## src/hdl/bolc_pkg.sv

```systemverilog
// shared types and byte codes for the backspace overstrike line converter
package bolc_pkg;

  localparam int COL_W = 6;

  localparam logic [7:0] BYTE_BS   = 8'h08;
  localparam logic [7:0] BYTE_LF   = 8'h0A;
  localparam logic [7:0] BYTE_FF   = 8'h0C;
  localparam logic [7:0] BYTE_CR   = 8'h0D;
  localparam logic [7:0] BYTE_EOT  = 8'h1A;
  localparam logic [7:0] CODE_SKIP = 8'h20;
  localparam logic [7:0] CODE_OVER = 8'h2B;
  localparam logic [7:0] CODE_FORM = 8'h31;

  typedef struct packed {
    logic [7:0] ch;
    logic       end_of_text;
  } in_item_t;

  typedef struct packed {
    logic [7:0] out_byte;
    logic       last;
  } out_item_t;

  typedef struct packed {
    logic             ovr;
    logic             has_char;
    logic [COL_W-1:0] pad_cnt;
    logic [7:0]       ch;
  } cmd_t;

endpackage

```

## src/hdl/bolc_front.sv

```systemverilog
// front end: accepts text bytes, tracks columns and queues line commands
module bolc_front #(
  parameter int LINE_WIDTH = 60
) (
  input  logic              clk,
  input  logic              rst_n,
  input  logic              in_valid,
  output logic              in_stall,
  input  bolc_pkg::in_item_t in_data,
  input  logic              q_full,
  output logic              q_push,
  output bolc_pkg::cmd_t    q_cmd
);

  logic [bolc_pkg::COL_W-1:0] column_r, column_nxt;
  logic [bolc_pkg::COL_W-1:0] target_r, target_nxt;
  logic [bolc_pkg::COL_W-1:0] col_after;
  logic                       accept, eot, bs, ovr, skip;

  assign in_stall = q_full;
  assign accept   = in_valid & ~q_full;

  always_comb begin
    eot        = in_data.end_of_text | (in_data.ch == bolc_pkg::BYTE_EOT);
    bs         = ~eot & (in_data.ch == bolc_pkg::BYTE_BS);
    ovr        = target_r < column_r;
    skip       = ~ovr & (column_r == bolc_pkg::COL_W'(1)) & ~eot;
    col_after  = ovr ? target_r : column_r;
    column_nxt = column_r;
    target_nxt = target_r;
    q_push     = 1'b0;

    q_cmd.ovr      = ovr;
    q_cmd.has_char = ~eot;
    q_cmd.ch       = in_data.ch;
    if (ovr) begin
      q_cmd.pad_cnt = target_r - bolc_pkg::COL_W'(1);
    end else if (skip) begin
      q_cmd.pad_cnt = bolc_pkg::COL_W'(1);
    end else begin
      q_cmd.pad_cnt = '0;
    end

    if (accept) begin
      if (bs) begin
        if (target_r > bolc_pkg::COL_W'(1)) begin
          target_nxt = target_r - bolc_pkg::COL_W'(1);
        end
      end else begin
        q_push = ovr | skip | ~eot;
        if (eot) begin
          column_nxt = bolc_pkg::COL_W'(1);
        end else if (in_data.ch == bolc_pkg::BYTE_LF) begin
          column_nxt = bolc_pkg::COL_W'(1);
        end else if (col_after < bolc_pkg::COL_W'(LINE_WIDTH)) begin
          column_nxt = col_after + bolc_pkg::COL_W'(1);
        end else begin
          column_nxt = col_after;
        end
        target_nxt = column_nxt;
      end
    end
  end

  always_ff @(posedge clk) begin
    if (!rst_n) begin
      column_r <= bolc_pkg::COL_W'(1);
      target_r <= bolc_pkg::COL_W'(1);
    end else begin
      column_r <= column_nxt;
      target_r <= target_nxt;
    end
  end

endmodule

```

## src/hdl/bolc_queue.sv

```systemverilog
// two-entry command queue between front and back end
module bolc_queue (
  input  logic           clk,
  input  logic           rst_n,
  input  logic           push,
  input  bolc_pkg::cmd_t push_cmd,
  output logic           full,
  input  logic           pop,
  output logic           head_valid,
  output bolc_pkg::cmd_t head
);

  bolc_pkg::cmd_t mem_r [2];
  logic           wr_ptr_r, wr_ptr_nxt;
  logic           rd_ptr_r, rd_ptr_nxt;
  logic [1:0]     count_r, count_nxt;

  assign full       = (count_r == 2'd2);
  assign head_valid = (count_r != 2'd0);
  assign head       = mem_r[rd_ptr_r];

  always_comb begin
    wr_ptr_nxt = push ? ~wr_ptr_r : wr_ptr_r;
    rd_ptr_nxt = pop ? ~rd_ptr_r : rd_ptr_r;
    count_nxt  = count_r;
    if (push && !pop) begin
      count_nxt = count_r + 2'd1;
    end else if (!push && pop) begin
      count_nxt = count_r - 2'd1;
    end
  end

  always_ff @(posedge clk) begin
    if (!rst_n) begin
      wr_ptr_r <= 1'b0;
      rd_ptr_r <= 1'b0;
      count_r  <= 2'd0;
    end else begin
      wr_ptr_r <= wr_ptr_nxt;
      rd_ptr_r <= rd_ptr_nxt;
      count_r  <= count_nxt;
    end
  end

  always_ff @(posedge clk) begin
    if (push) begin
      mem_r[wr_ptr_r] <= push_cmd;
    end
  end

endmodule

```

## src/hdl/bolc_back.sv

```systemverilog
// back end: expands line commands into codes and maps carriage control
module bolc_back (
  input  logic                clk,
  input  logic                rst_n,
  input  logic                head_valid,
  input  bolc_pkg::cmd_t      head,
  output logic                pop,
  output logic                out_valid,
  input  logic                out_stall,
  output bolc_pkg::out_item_t out_data
);

  localparam logic [1:0] PH_LF   = 2'd0;
  localparam logic [1:0] PH_PLUS = 2'd1;
  localparam logic [1:0] PH_PAD  = 2'd2;
  localparam logic [1:0] PH_CHAR = 2'd3;

  logic [1:0]                 ph_r, ph_nxt, cur_ph, first_ph;
  logic [bolc_pkg::COL_W-1:0] pad_r, pad_nxt, cur_pad;
  logic                       busy_r, busy_nxt;
  logic                       pend_r, pend_nxt;
  logic                       out_valid_r, out_valid_nxt;
  bolc_pkg::out_item_t        out_data_r;
  logic [7:0]                 code, pbyte;
  logic                       last, load;

  assign out_valid = out_valid_r;
  assign out_data  = out_data_r;
  assign load      = head_valid & (~out_valid_r | ~out_stall);
  assign pop       = load & last;

  always_comb begin
    if (head.ovr) begin
      first_ph = PH_LF;
    end else if (head.pad_cnt != '0) begin
      first_ph = PH_PAD;
    end else begin
      first_ph = PH_CHAR;
    end
    cur_ph  = busy_r ? ph_r : first_ph;
    cur_pad = busy_r ? pad_r : head.pad_cnt;
    pad_nxt = cur_pad;
    ph_nxt  = PH_CHAR;
    last    = 1'b0;
    case (cur_ph)
      PH_LF: begin
        code   = bolc_pkg::BYTE_LF;
        ph_nxt = PH_PLUS;
      end
      PH_PLUS: begin
        code = bolc_pkg::CODE_OVER;
        if (cur_pad != '0) begin
          ph_nxt = PH_PAD;
        end else begin
          last = ~head.has_char;
        end
      end
      PH_PAD: begin
        code    = bolc_pkg::CODE_SKIP;
        pad_nxt = cur_pad - bolc_pkg::COL_W'(1);
        if (pad_nxt != '0) begin
          ph_nxt = PH_PAD;
        end else begin
          last = ~head.has_char;
        end
      end
      default: begin
        code = head.ch;
        last = 1'b1;
      end
    endcase

    pend_nxt = pend_r;
    pbyte    = code;
    if (pend_r) begin
      pend_nxt = 1'b0;
      if (code == bolc_pkg::BYTE_LF) begin
        pbyte    = bolc_pkg::BYTE_LF;
        pend_nxt = 1'b1;
      end else if (code == bolc_pkg::CODE_OVER) begin
        pbyte = bolc_pkg::BYTE_CR;
      end else if (code == bolc_pkg::CODE_SKIP) begin
        pbyte = bolc_pkg::BYTE_LF;
      end else if (code == bolc_pkg::CODE_FORM) begin
        pbyte = bolc_pkg::BYTE_FF;
      end
    end else if (code == bolc_pkg::BYTE_LF) begin
      pbyte    = bolc_pkg::BYTE_CR;
      pend_nxt = 1'b1;
    end

    busy_nxt      = load ? ~last : busy_r;
    out_valid_nxt = load | (out_valid_r & out_stall);
  end

  always_ff @(posedge clk) begin
    if (!rst_n) begin
      busy_r      <= 1'b0;
      pend_r      <= 1'b0;
      out_valid_r <= 1'b0;
    end else begin
      busy_r      <= busy_nxt;
      out_valid_r <= out_valid_nxt;
      if (load) begin
        pend_r <= pend_nxt;
      end
    end
  end

  always_ff @(posedge clk) begin
    if (load) begin
      ph_r                <= ph_nxt;
      pad_r               <= pad_nxt;
      out_data_r.out_byte <= pbyte;
      out_data_r.last     <= last;
    end
  end

endmodule

```

## src/hdl/backspace_overstrike_line_converter.sv

```systemverilog
// top level of the backspace overstrike to carriage control converter
//
//   channel  direction  payload                     handshake
//   in       input      in_data (ch, end_of_text)   in_valid / in_stall
//   out      output     out_data (out_byte, last)   out_valid / out_stall
//
// an item giving one byte or none does not set the back end busy; the front
// end takes one item per cycle while the two-entry command queue has room
// an item that gives n bytes keeps the back end busy to its last byte, one
// byte a cycle into the output register unless out_stall holds it
// a command is held in the queue, its bytes then in the output register
// reset is synchronous, active low; column and target return to one
// out_stall holds the output register and back end, the queue then fills
// and raises in_stall
module backspace_overstrike_line_converter #(
  parameter int LINE_WIDTH = 60
) (
  input  logic                clk,
  input  logic                rst_n,
  input  logic                in_valid,
  output logic                in_stall,
  input  bolc_pkg::in_item_t  in_data,
  output logic                out_valid,
  input  logic                out_stall,
  output bolc_pkg::out_item_t out_data
);

  logic           q_push, q_full, q_pop, q_head_valid;
  bolc_pkg::cmd_t q_cmd, q_head;

  bolc_front #(
    .LINE_WIDTH(LINE_WIDTH)
  ) u_front (
    .clk      (clk),
    .rst_n    (rst_n),
    .in_valid (in_valid),
    .in_stall (in_stall),
    .in_data  (in_data),
    .q_full   (q_full),
    .q_push   (q_push),
    .q_cmd    (q_cmd)
  );

  bolc_queue u_queue (
    .clk        (clk),
    .rst_n      (rst_n),
    .push       (q_push),
    .push_cmd   (q_cmd),
    .full       (q_full),
    .pop        (q_pop),
    .head_valid (q_head_valid),
    .head       (q_head)
  );

  bolc_back u_back (
    .clk        (clk),
    .rst_n      (rst_n),
    .head_valid (q_head_valid),
    .head       (q_head),
    .pop        (q_pop),
    .out_valid  (out_valid),
    .out_stall  (out_stall),
    .out_data   (out_data)
  );

endmodule
```

## config.mk

```make
export PLATFORM = sky130hd
export DESIGN_NAME = backspace_overstrike_line_converter
export DESIGN_NICKNAME = d
export VERILOG_FILES = /design/src/hdl/bolc_pkg.sv /design/src/hdl/bolc_front.sv /design/src/hdl/bolc_queue.sv /design/src/hdl/bolc_back.sv /design/src/hdl/backspace_overstrike_line_converter.sv
export SDC_FILE = /design/constraint.sdc
export NUM_CORES = 1
export LEC_CHECK = 0
export BUFFER_PORTS_ARGS = -buffer_cell sky130_fd_sc_hd__buf_4
export CORE_ASPECT_RATIO = 0.6
export CORE_UTILIZATION = 40
export DETAILED_ROUTE_END_ITERATION = 6
export GPL_TIMING_DRIVEN = 0
export HOLD_SLACK_MARGIN = 0.1
export PLACE_DENSITY = 0.57
export SLEW_MARGIN = 20
export SYNTH_ARGS = -nofsm -noshare
export SYNTH_HDL_FRONTEND = slang
export SYNTH_SLANG_ARGS = --single-unit
```

## constraint.sdc

```tcl
create_clock -name clk -period 6.59 [get_ports clk]
set_input_delay 1.318 -clock clk [delete_from_list [all_inputs] [get_ports clk]]
set_output_delay 1.318 -clock clk [all_outputs]
set_load 0.02 [all_outputs]
```

Word level (Yosys, flattened, before mapping)
Memory sizes are Yosys's and may differ from the RTL's. A register that Yosys moved wholly into a read port is not among the register bits. Index checks and enable logic that the tools add are counted.

Equality and inequality tests: 12. Magnitude comparators: 3. $add $sub $neg: 5. Bitwise gates (word level): 22. Reduce and logical (&&, ||, !) cells: 12. Multiplexer cells: 35.

Operator list (count): 2-to-1 mux 6 bit (9); 2-to-1 mux 8 bit (6); equality test 8 x 4 -> 1 bit (second input constant) (3); equality test 8 x 6 -> 1 bit (second input constant) (3); one-hot mux 8 bit (3 select lines) (1); nonzero test 6 bit (3); 2-to-1 mux 1 bit (13); subtractor 6 x 1 -> 6 bit (second input constant) (2); inverter 1 bit (10); equality test 8 x 5 -> 1 bit (second input constant) (1); 2-to-1 mux 2 bit (4); AND 1 bit (7); adder 6 x 1 -> 6 bit (second input constant) (1); equality test 6 x 1 -> 1 bit (second input constant) (1); greater-than comparator 6 x 1 -> 1 bit (second input constant) (1); < comparator 6 bit (1); < comparator 6 bit (second input constant) (1); one-hot mux 2 bit (3 select lines) (1); OR 1 bit (5); equality test 2 bit (second input constant) (2); AND reduction 2 bit (2); nonzero test 2 bit (2); one-hot mux 1 bit (3 select lines) (1); adder 2 x 1 -> 2 bit (second input constant) (1); 6 further kinds (8).

Register bits after elaboration: 36. Output and inout bits: 11. Memories kept: 1. Bits of input ports: 13. RAM bits: 32.

Memories: u_queue.mem_r (depth 2, width 16, rd ports 1, clocked after Yosys merged registers in 1, wr ports 1, RTL line bolc_queue.sv:13) `bolc_pkg::cmd_t mem_r [2];`.

Longest topological paths before layout
Gate-level depths: netlist (run 1).

Word-level depth: 12. Mapped depth: 19. Depth with buffers taken out: 15.

Cells and area by module
Synthesis (run 1) repeated with hierarchy kept, for this count alone.

Cells, all modules: 388. Area, all modules: 4067.7 µm².

By module, submodules not included: bolc_back (cells each 150, times used 1, area an instance 1482.7 µm², seq. area each 570.5 µm²); bolc_queue (cells each 72, times used 1, area an instance 1375.1 µm², seq. area each 1061.0 µm²); bolc_front (cells each 166, times used 1, area an instance 1209.9 µm², seq. area each 240.2 µm²).

Worst setup path after synthesis (run 1)
No wires, ideal clock.

Path type: flip-flop to flip-flop. From: reg (tool-made name). To: reg u_queue.count_r[1]. Arrival time: 3.573 ns. Required time: 6.518 ns. Library setup time: 0.072 ns. Slack: 2.944 ns. Stages on the path, launching flop included: 19. Clock period less this slack: 3.646 ns. Cell sequence: dfxtp_1 buf_6 buf_8 buf_4 or4b_2 o22ai_1 o21ai_0 o21ai_0 inv_1 ha_1 clkbuf_1 nand2_1 nand4b_1 o31ai_2 a21oi_2 nand2b_4 ha_1 or3_1 a21oi_1.

RTL lines: end signal: assignment (RTL line bolc_queue.sv:41) `count_r <= count_nxt;`; end: declaration (RTL line bolc_queue.sv:16) `logic [1:0] count_r, count_nxt;`.

==> out/summary.txt, run 1 <==
Status -> finished, final reports clean
HP Class -> flop to flop
Slew @ Worst Pin -> 0.758 ns
RSZ-0062 raised after global routing -> no
Site Rows -> 27
Most frequent cells in the layout -> edfxtp_1 (49), nand2_1 (29), buf_4 (25), mux2i_1 (25)
Cells after synthesis -> 356
GPL Wtd Cong -> 0.906
Stages on the worst setup path -> 18
Placed insts -> 510
Yosys warns -> 0
Clk sinks -> 69
Main combinational cell family by area after synthesis -> simple AND/OR/NAND/NOR gates
Die X -> 129 um
Detailed Place HPWL -> 6340 um
Non-Filler Instances -> 526
Num CTS Buffers -> 9
Syn avg cell area -> 10.9 um^2
CP arrival -> 4.54 ns
Clock share of power -> 23.5%
Share of the yosys chip area belonging to registers -> 48.4%
Full die area -> 0.0101 mm^2
Starting Density -> 41.6%
Simple-Gate Fraction of Synth Area -> 16.7%
Deepest clock path buffer count -> 2
Post-route cell area -> 0.00454 mm^2
Cell taking the most area after synthesis -> edfxtp_1
Buffers and inverters on the worst path -> 5
Final hold violations -> 0
Synth Register Bits -> 69
Reg2Reg Capture Point -> u_queue.count_r[1]
DR DRC count -> 0
Sw Share -> 37.1%
Setup tns final -> 0 ns
Post-synthesis cell area -> 0.00386 mm^2
Multi-input logic area -> 0.00186 mm^2
Vias in the first global route -> 2542
Largest net degree at the start of global routing -> 21
Area growth syn-to-layout -> 17.5%
# port buffers -> 23
Net count reported at finish -> 420
Clk_skew -> 0.00806 ns
Congestion Overflow GR -> 0
Final worst slack -> 2.30 ns
Pre-CTS setup slack -> 2.28 ns
Synth Area in Adders -> 5.18%
CTS H-tree depth -> 3
Final Slew Violations -> 0
CTS-repair resized insts -> 0
Internal Pwr Total -> 1.35 mW
CTS Root Cell -> clkbuf_16
Worst endpoint required time -> 6.84 ns
Global-route wire length before repair -> 13400 um
Syn nets -> 385
Post-synth top area share -> 38.1%
Final Setup Violations -> 0
Crit path time final -> 4.29 ns
VDD IR max -> 223 uV
Placed standard-cell area -> 0.00423 mm^2
Register share of total power -> 33.7%
Library cells used by synthesis -> 68
Initial DRC count -> 137
DR vias -> 2802
Startpoint Class -> flop
Synth Area in XOR/XNOR -> 2.95%
Top cells by area, synth -> edfxtp_1 (38%), dfxtp_1 (10%), mux2i_1 (6.5%)
Async SR Flop Fraction -> 0%
Logic pwr share -> 42.7%
Primary FF master, synth -> edfxtp_1
Total core area -> 0.00929 mm^2
Chip height -> 78.1 um
Max Cap Viol -> 0
Crit Path Category -> flop to flop
Reg area -> 0.00187 mm^2
Psw -> 797 uW
CTS tree -> done
Commonest non-fill, non-tap cell in the layout -> edfxtp_1
Fillers -> 839
Tcrit/Tclk final -> 65.1%
R2R Setup Slk -> 2.30 ns
Slowest cell delay on critical path -> 0.59 ns
Slew margin rel. -> 49.3%
CP max stage cell -> or4b_2
Worst setup path end -> u_queue.count_r[1]
Worst Path Max Fanout -> 10
Cell leakage power -> 1.71 nW
Gr usage total -> 18.1%
FMAX -> 233 MHz
Post-synthesis compound-gate area fraction -> 13.0%
Worst reg2reg path depth -> 18
1st-pass router iterations -> 4
Crit path capture type -> flop
Ant. Diodes -> 0
Routed WL -> 8300 um
Initial antenna violation count -> 0
Tot Pwr -> 2.15 mW
Crit-path cells -> buf_6, buf_8, buf_4, or4b_2, o22ai_1, o21ai_0, o21ai_0, inv_1, ha_1, clkbuf_1, nand2_1, nand4b_1, o31ai_2, a21oi_2, nand2b_4, ha_1, or3_1, a21oi_1
Clock latency on the worst-skew pair -> 0.33 ns
Power per cell area -> 473 mW/mm^2
Drt via density -> 5.33
Mux contribution to synthesized area -> 9.78%
Post-CTS Setup Bufs -> 0
Hold_buf cts -> 0
Reg clk slew, reported paths -> 0.05 ns
Layout cells sized above 1 -> 17.7%
DR WL/cell -> 15.8 um
# IOs -> 24
Post-route ant nets -> 0
Crit-path leading delay family -> simple AND/OR/NAND/NOR gates
Post-synth EDFFs -> 49
-- layer usage --
layer / track usage [%] / vias up / share of wire [%]
met1: 27.7 / 1322 / 55
li1: - / 1403 / -
met3: 6.41 / 2 / 6.6
met4: 6.00 / 0 / 0.51
met2: 23.0 / 75 / 38
met5: 0 / - / 0
-- synth_stat cells, drive strengths merged, types with 2 or more instances --
library cell,n
nand4b,3
a22oi,2
nand2,29
mux2i,25
o21a,3
nand3,6
a21oi,21
dfxtp,20
nor4,4
a31oi,2
nor2,22
edfxtp,49
xnor2,7
inv,18
nor3,8
xor2,6
buf,7
nor4b,3
a21o,5
nor3b,2
nor2b,8
and3,2
or3b,2
a22o,2
clkbuf,6
nand2b,5
ha,16
or4b,2
a211oi,3
mux2,11
o31ai,4
o21ai,22
or3,3
and2,3
nand4,6
-- final cells by class --
cell class	instances	share of cell area, %
clock buffer	9	4.96
buffer	13	1.74
multi-input combinational	255	40.9
tap	130	3.58
sequential	69	41.2
inverter	19	1.57
clock inverter	7	1.98
timing repair buffer	24	4.05
-- state kept, by name, summed over array words and instances, names as in the netlist, named ones only --
signal,flops
u_back.out_valid,1
u_queue.mem_r,32
u_back.ph_r,2
u_back.pend_r,1
u_queue.rd_ptr_r,1
u_back.out_data,9
u_front.column_r,6
u_queue.wr_ptr_r,1
u_back.busy_r,1
u_front.target_r,6
u_queue.count_r,2
u_back.pad_r,6
-- worst min-delay path by stage --
stage / startpoint / endpoint / slack [ns] / cells past startpoint
floorplan: u_queue.rd_ptr_r / flop / 0.46 / 2
global placement: u_back.out_valid / u_back.out_valid / 0.46 / 2
detailed placement: u_queue.rd_ptr_r / u_queue.rd_ptr_r / 0.48 / 2
CTS: u_queue.rd_ptr_r / u_queue.rd_ptr_r / 0.49 / 2
global route: u_queue.rd_ptr_r / u_queue.rd_ptr_r / 0.52 / 2
finish: u_queue.rd_ptr_r / u_queue.rd_ptr_r / 0.49 / 2
-- worst reg2reg max path, cell delays in order (launching register included) --
cell and delay [ns]:
dfxtp_1 0.33, buf_6 0.15, buf_8 0.16, buf_4 0.20, or4b_2 0.59, o22ai_1 0.19, o21ai_0 0.11, o21ai_0 0.37
inv_1 0.15, ha_1 0.22, clkbuf_1 0.19, nand2_1 0.09, nand4b_1 0.13, o31ai_2 0.11, a21oi_2 0.26, nand2b_4 0.20
ha_1 0.26, or3_1 0.36, a21oi_1 0.14
-- metrics by stage --
stage                     hold slack [ns]  utilization, %
final                               0.491            48.9
after global routing                0.520            48.9
after CTS                           0.490            48.9
after detailed placement            0.485            45.5
after global placement              0.463            45.2
after floorplan                     0.455               -
-- power groups by stage --
stage               sequential (mW)  clock (mW)  combinational, mW
floorplan                     0.755           0              0.644
global placement              0.731           0              0.897
detailed placement            0.732           0              0.912
CTS                           0.725       0.517              0.918
global route                  0.739       0.535               1.02
finish                        0.725       0.506              0.918
-- cells by family (layout without fill, tap and decap cells) --
| group | count (synthesis) | count (layout) |
|---|---|---|
| AND/OR/NAND/NOR | 114 | 114 |
| AO/OA/AOI/OAI | 76 | 76 |
| flip-flops | 69 | 69 |
| multiplexers | 36 | 36 |
| buffers and inverters | 32 | 72 |
| adder cells (fa/ha/maj) | 16 | 16 |
| XOR/XNOR | 13 | 13 |
Note: power is estimated with default switching activity, not from simulation.
==> inputs of run 2 (changes only) <==
--- a/config.mk
+++ b/config.mk
@@ -11,7 +11,7 @@
 export DETAILED_ROUTE_END_ITERATION = 6
 export GPL_TIMING_DRIVEN = 0
 export HOLD_SLACK_MARGIN = 0.1
-export PLACE_DENSITY = 0.57
+export PLACE_DENSITY = 0.6
 export SLEW_MARGIN = 20
 export SYNTH_ARGS = -nofsm -noshare
 export SYNTH_HDL_FRONTEND = slang
==> constraint.sdc (replaced) <==
create_clock -name clk -period 3.4 [get_ports clk]
set_input_delay 0.68 -clock clk [delete_from_list [all_inputs] [get_ports clk]]
set_output_delay 0.68 -clock clk [all_outputs]
set_load 0.02 [all_outputs]
==> run 2 against run 1 <==
  * Sequential power grew 94%
  * Worst hold slack lost 0.0029 ns
  * Cell count grew 2.3%
  * Global-route usage grew 0.67 points
  * Fmax grew 30%
  * Clock-buffer cell count grew 5
  * First-iteration DRC count grew 44%
  * Non-clock buffer count grew 12
  * Core utilization grew 1.9 points
  * Setup slack lost 2.2 ns
  * Critical endpoint unchanged
==> out/summary.txt, run 2 (synthesis gave the netlist of run 1 again) <==
Status -> finished, final reports clean
Congestion Overflow GR -> 0 (unchanged)
Register share of total power -> 33.2% (-0.5 points)
Most frequent cells in the layout -> edfxtp_1 (49), buf_4 (38), nand2_1 (29), mux2i_1 (24), nor2_1 (22)
Clk sinks -> 69 (unchanged)
CP max stage cell -> or4b_4
Tcrit/Tclk final -> 97.0% (+32 points)
Worst Path Max Fanout -> 3 (-7)
HP Class -> flop to flop
Sw Share -> 38.2% (+1.1 points)
Detailed Place HPWL -> 6550 um (+3.2%)
CTS H-tree depth -> 3 (unchanged)
DR vias -> 2873 (+2.5%)
Global-route wire length before repair -> 14100 um (+4.8%)
Num CTS Buffers -> 9 (unchanged)
VDD IR max -> 658 uV (+200%)
GPL Wtd Cong -> 0.899 (-0.84%)
Non-Filler Instances -> 538 (+2.3%)
Crit-path cells -> or4b_4, o22ai_4, o21ai_2, o21ai_2, buf_6, ha_4, and2_4, nand4_1, o31ai_4, a21oi_2, nand2b_4, ha_4, xor2_2, or3_1, a21oi_2
Layout cells sized above 1 -> 23.5% (+5.9 points)
Net count reported at finish -> 432 (+2.9%)
CP arrival -> 3.55 ns (-0.99 ns)
Post-route ant nets -> 0 (unchanged)
Clk_skew -> 0.00267 ns (-0.00540 ns)
Internal Pwr Total -> 2.63 mW (+95%)
Final hold violations -> 0 (unchanged)
Power per cell area -> 904 mW/mm^2 (+91%)
Largest net degree at the start of global routing -> 20 (-4.8%)
Drt via density -> 5.34 (+0.25%)
Routed WL -> 8770 um (+5.7%)
Commonest non-fill, non-tap cell in the layout -> edfxtp_1
DR WL/cell -> 16.3 um (+3.3%)
Worst endpoint required time -> 3.65 ns (-3.19 ns)
Reg clk slew, reported paths -> 0.05 ns (about the same)
Area growth syn-to-layout -> 21.9%
Cell leakage power -> 1.76 nW (+3.0%)
Die X -> 129 um (unchanged)
DR DRC count -> 0 (unchanged)
Slowest cell delay on critical path -> 0.56 ns (-0.03 ns)
Deepest clock path buffer count -> 2 (unchanged)
Clock latency on the worst-skew pair -> 0.33 ns (about the same)
Final Setup Violations -> 0 (unchanged)
Slew @ Worst Pin -> 0.765 ns (+0.00660 ns)
Final Slew Violations -> 0 (unchanged)
Crit path time final -> 3.30 ns (-0.992 ns)
Gr usage total -> 18.8% (+0.67 points)
Crit Path Category -> flop to flop
Initial DRC count -> 197 (+44%)
Psw -> 1.63 mW (+100%)
R2R Setup Slk -> 0.10 ns (-2.20 ns)
Hold_buf cts -> 0 (unchanged)
Chip height -> 78.1 um (unchanged)
# port buffers -> 23 (unchanged)
Total core area -> 0.00929 mm^2 (unchanged)
Layout Utilization -> 50.7% (+1.9 points)
CTS tree -> done
Slew margin rel. -> 49.0% (-0.33 points)
Starting Density -> 41.6% (unchanged)
CTS Root Cell -> clkbuf_16
Crit path capture type -> flop
Max Cap Viol -> 0 (unchanged)
1st-pass router iterations -> 4 (unchanged)
Vias in the first global route -> 2631 (+3.5%)
Clock share of power -> 19.2% (-4.3 points)
Startpoint Class -> flop
FMAX -> 303 MHz (+30%)
Logic pwr share -> 47.6% (+4.9 points)
Max reg flops -> 32 (unchanged)
Initial antenna violation count -> 0 (unchanged)
# IOs -> 24 (unchanged)
Placed insts -> 511 (+0.20%)
RSZ-0062 raised after global routing -> yes
Ant. Diodes -> 0 (unchanged)
Largest Register -> u_queue.mem_r
Full die area -> 0.0101 mm^2 (unchanged)
Site Rows -> 27 (unchanged)
run 2: cell types whose count changed in the layout (fill, tap and decap cells not counted), moves of 3 or more:
cell,change
o21ai_0,-3
clkbuf_1,+3
ha_1,-4
ha_4,+3
buf_4,+13
run 2: layer usage:
metal | vias up | wire length (um) | track usage (%)
met5 | - | 0 | 0
met4 | 0 | 66 | 5.29
met3 | 9 | 489 | 5.39
met2 | 73 | 3410 | 24.6
met1 | 1377 | 4800 | 29.2
li1 | 1414 | - | -
run 2: final timing paths:
kind                             start            endpoint  cells past startpoint
setup / recovery  u_queue.mem_r[1][12]  u_queue.count_r[1]                     15
hold / removal        u_queue.rd_ptr_r                flop                      2
setup reg to reg  u_queue.mem_r[1][12]  u_queue.count_r[1]                     15
hold reg to reg       u_queue.rd_ptr_r                flop                      2
run 2: critical path: cells and delay by family, from the launching register on:
kind / cells / cell delay [ns]
and+or+nand+nor: 5 / 1.38
AOI/OAI and AO/OA: 6 / 0.87
DFF: 1 / 0.38
adders and majority gates: 2 / 0.31
buffers and inverters: 1 / 0.14
xor gates and xnor gates: 1 / 0.14
run 2: layout make-up:
class,instances,area (um^2)
multi-input combinational,255,1960
buffer,10,67.6
clock inverter,2,10.0
sequential,69,1870
fill,842,4580
timing repair buffer,39,320
clock buffer,14,244
tap,130,163
inverter,19,71.3
run 2: repair_timing:
action                                  4_1_cts  5_1_grt
hold endpoints to repair                      0        0
pin swaps                                     3        8
resized for setup                            20        8
endpoints found under the setup margin       13        7
buffers inserted                              7        7
run 2: power groups by stage:
stage	logic, mW	clock network, mW	registers [mW]
after floorplan	1.27	0	1.46
after global placement	1.77	0	1.42
after detailed placement	1.86	0	1.42
after CTS	1.97	0.834	1.41
after global routing	2.23	0.869	1.44
final	2.03	0.820	1.41
run 2: per-stage QoR:
stage | setup slack, ns | total power [mW] | hold WS (ns) | area, um^2 | TNS (ns)
after global routing | -0.0898 | 4.54 | 0.519 | 4710 | -0.0898
final | 0.101 | 4.26 | 0.488 | 4710 | 0
after floorplan | -0.0476 | 2.74 | 0.456 | 3890 | -0.0476
after detailed placement | -0.655 | 3.28 | 0.481 | 4280 | -3.31
after global placement | -0.644 | 3.18 | 0.462 | 4230 | -4.10
after CTS | 0.0327 | 4.21 | 0.486 | 4640 | 0
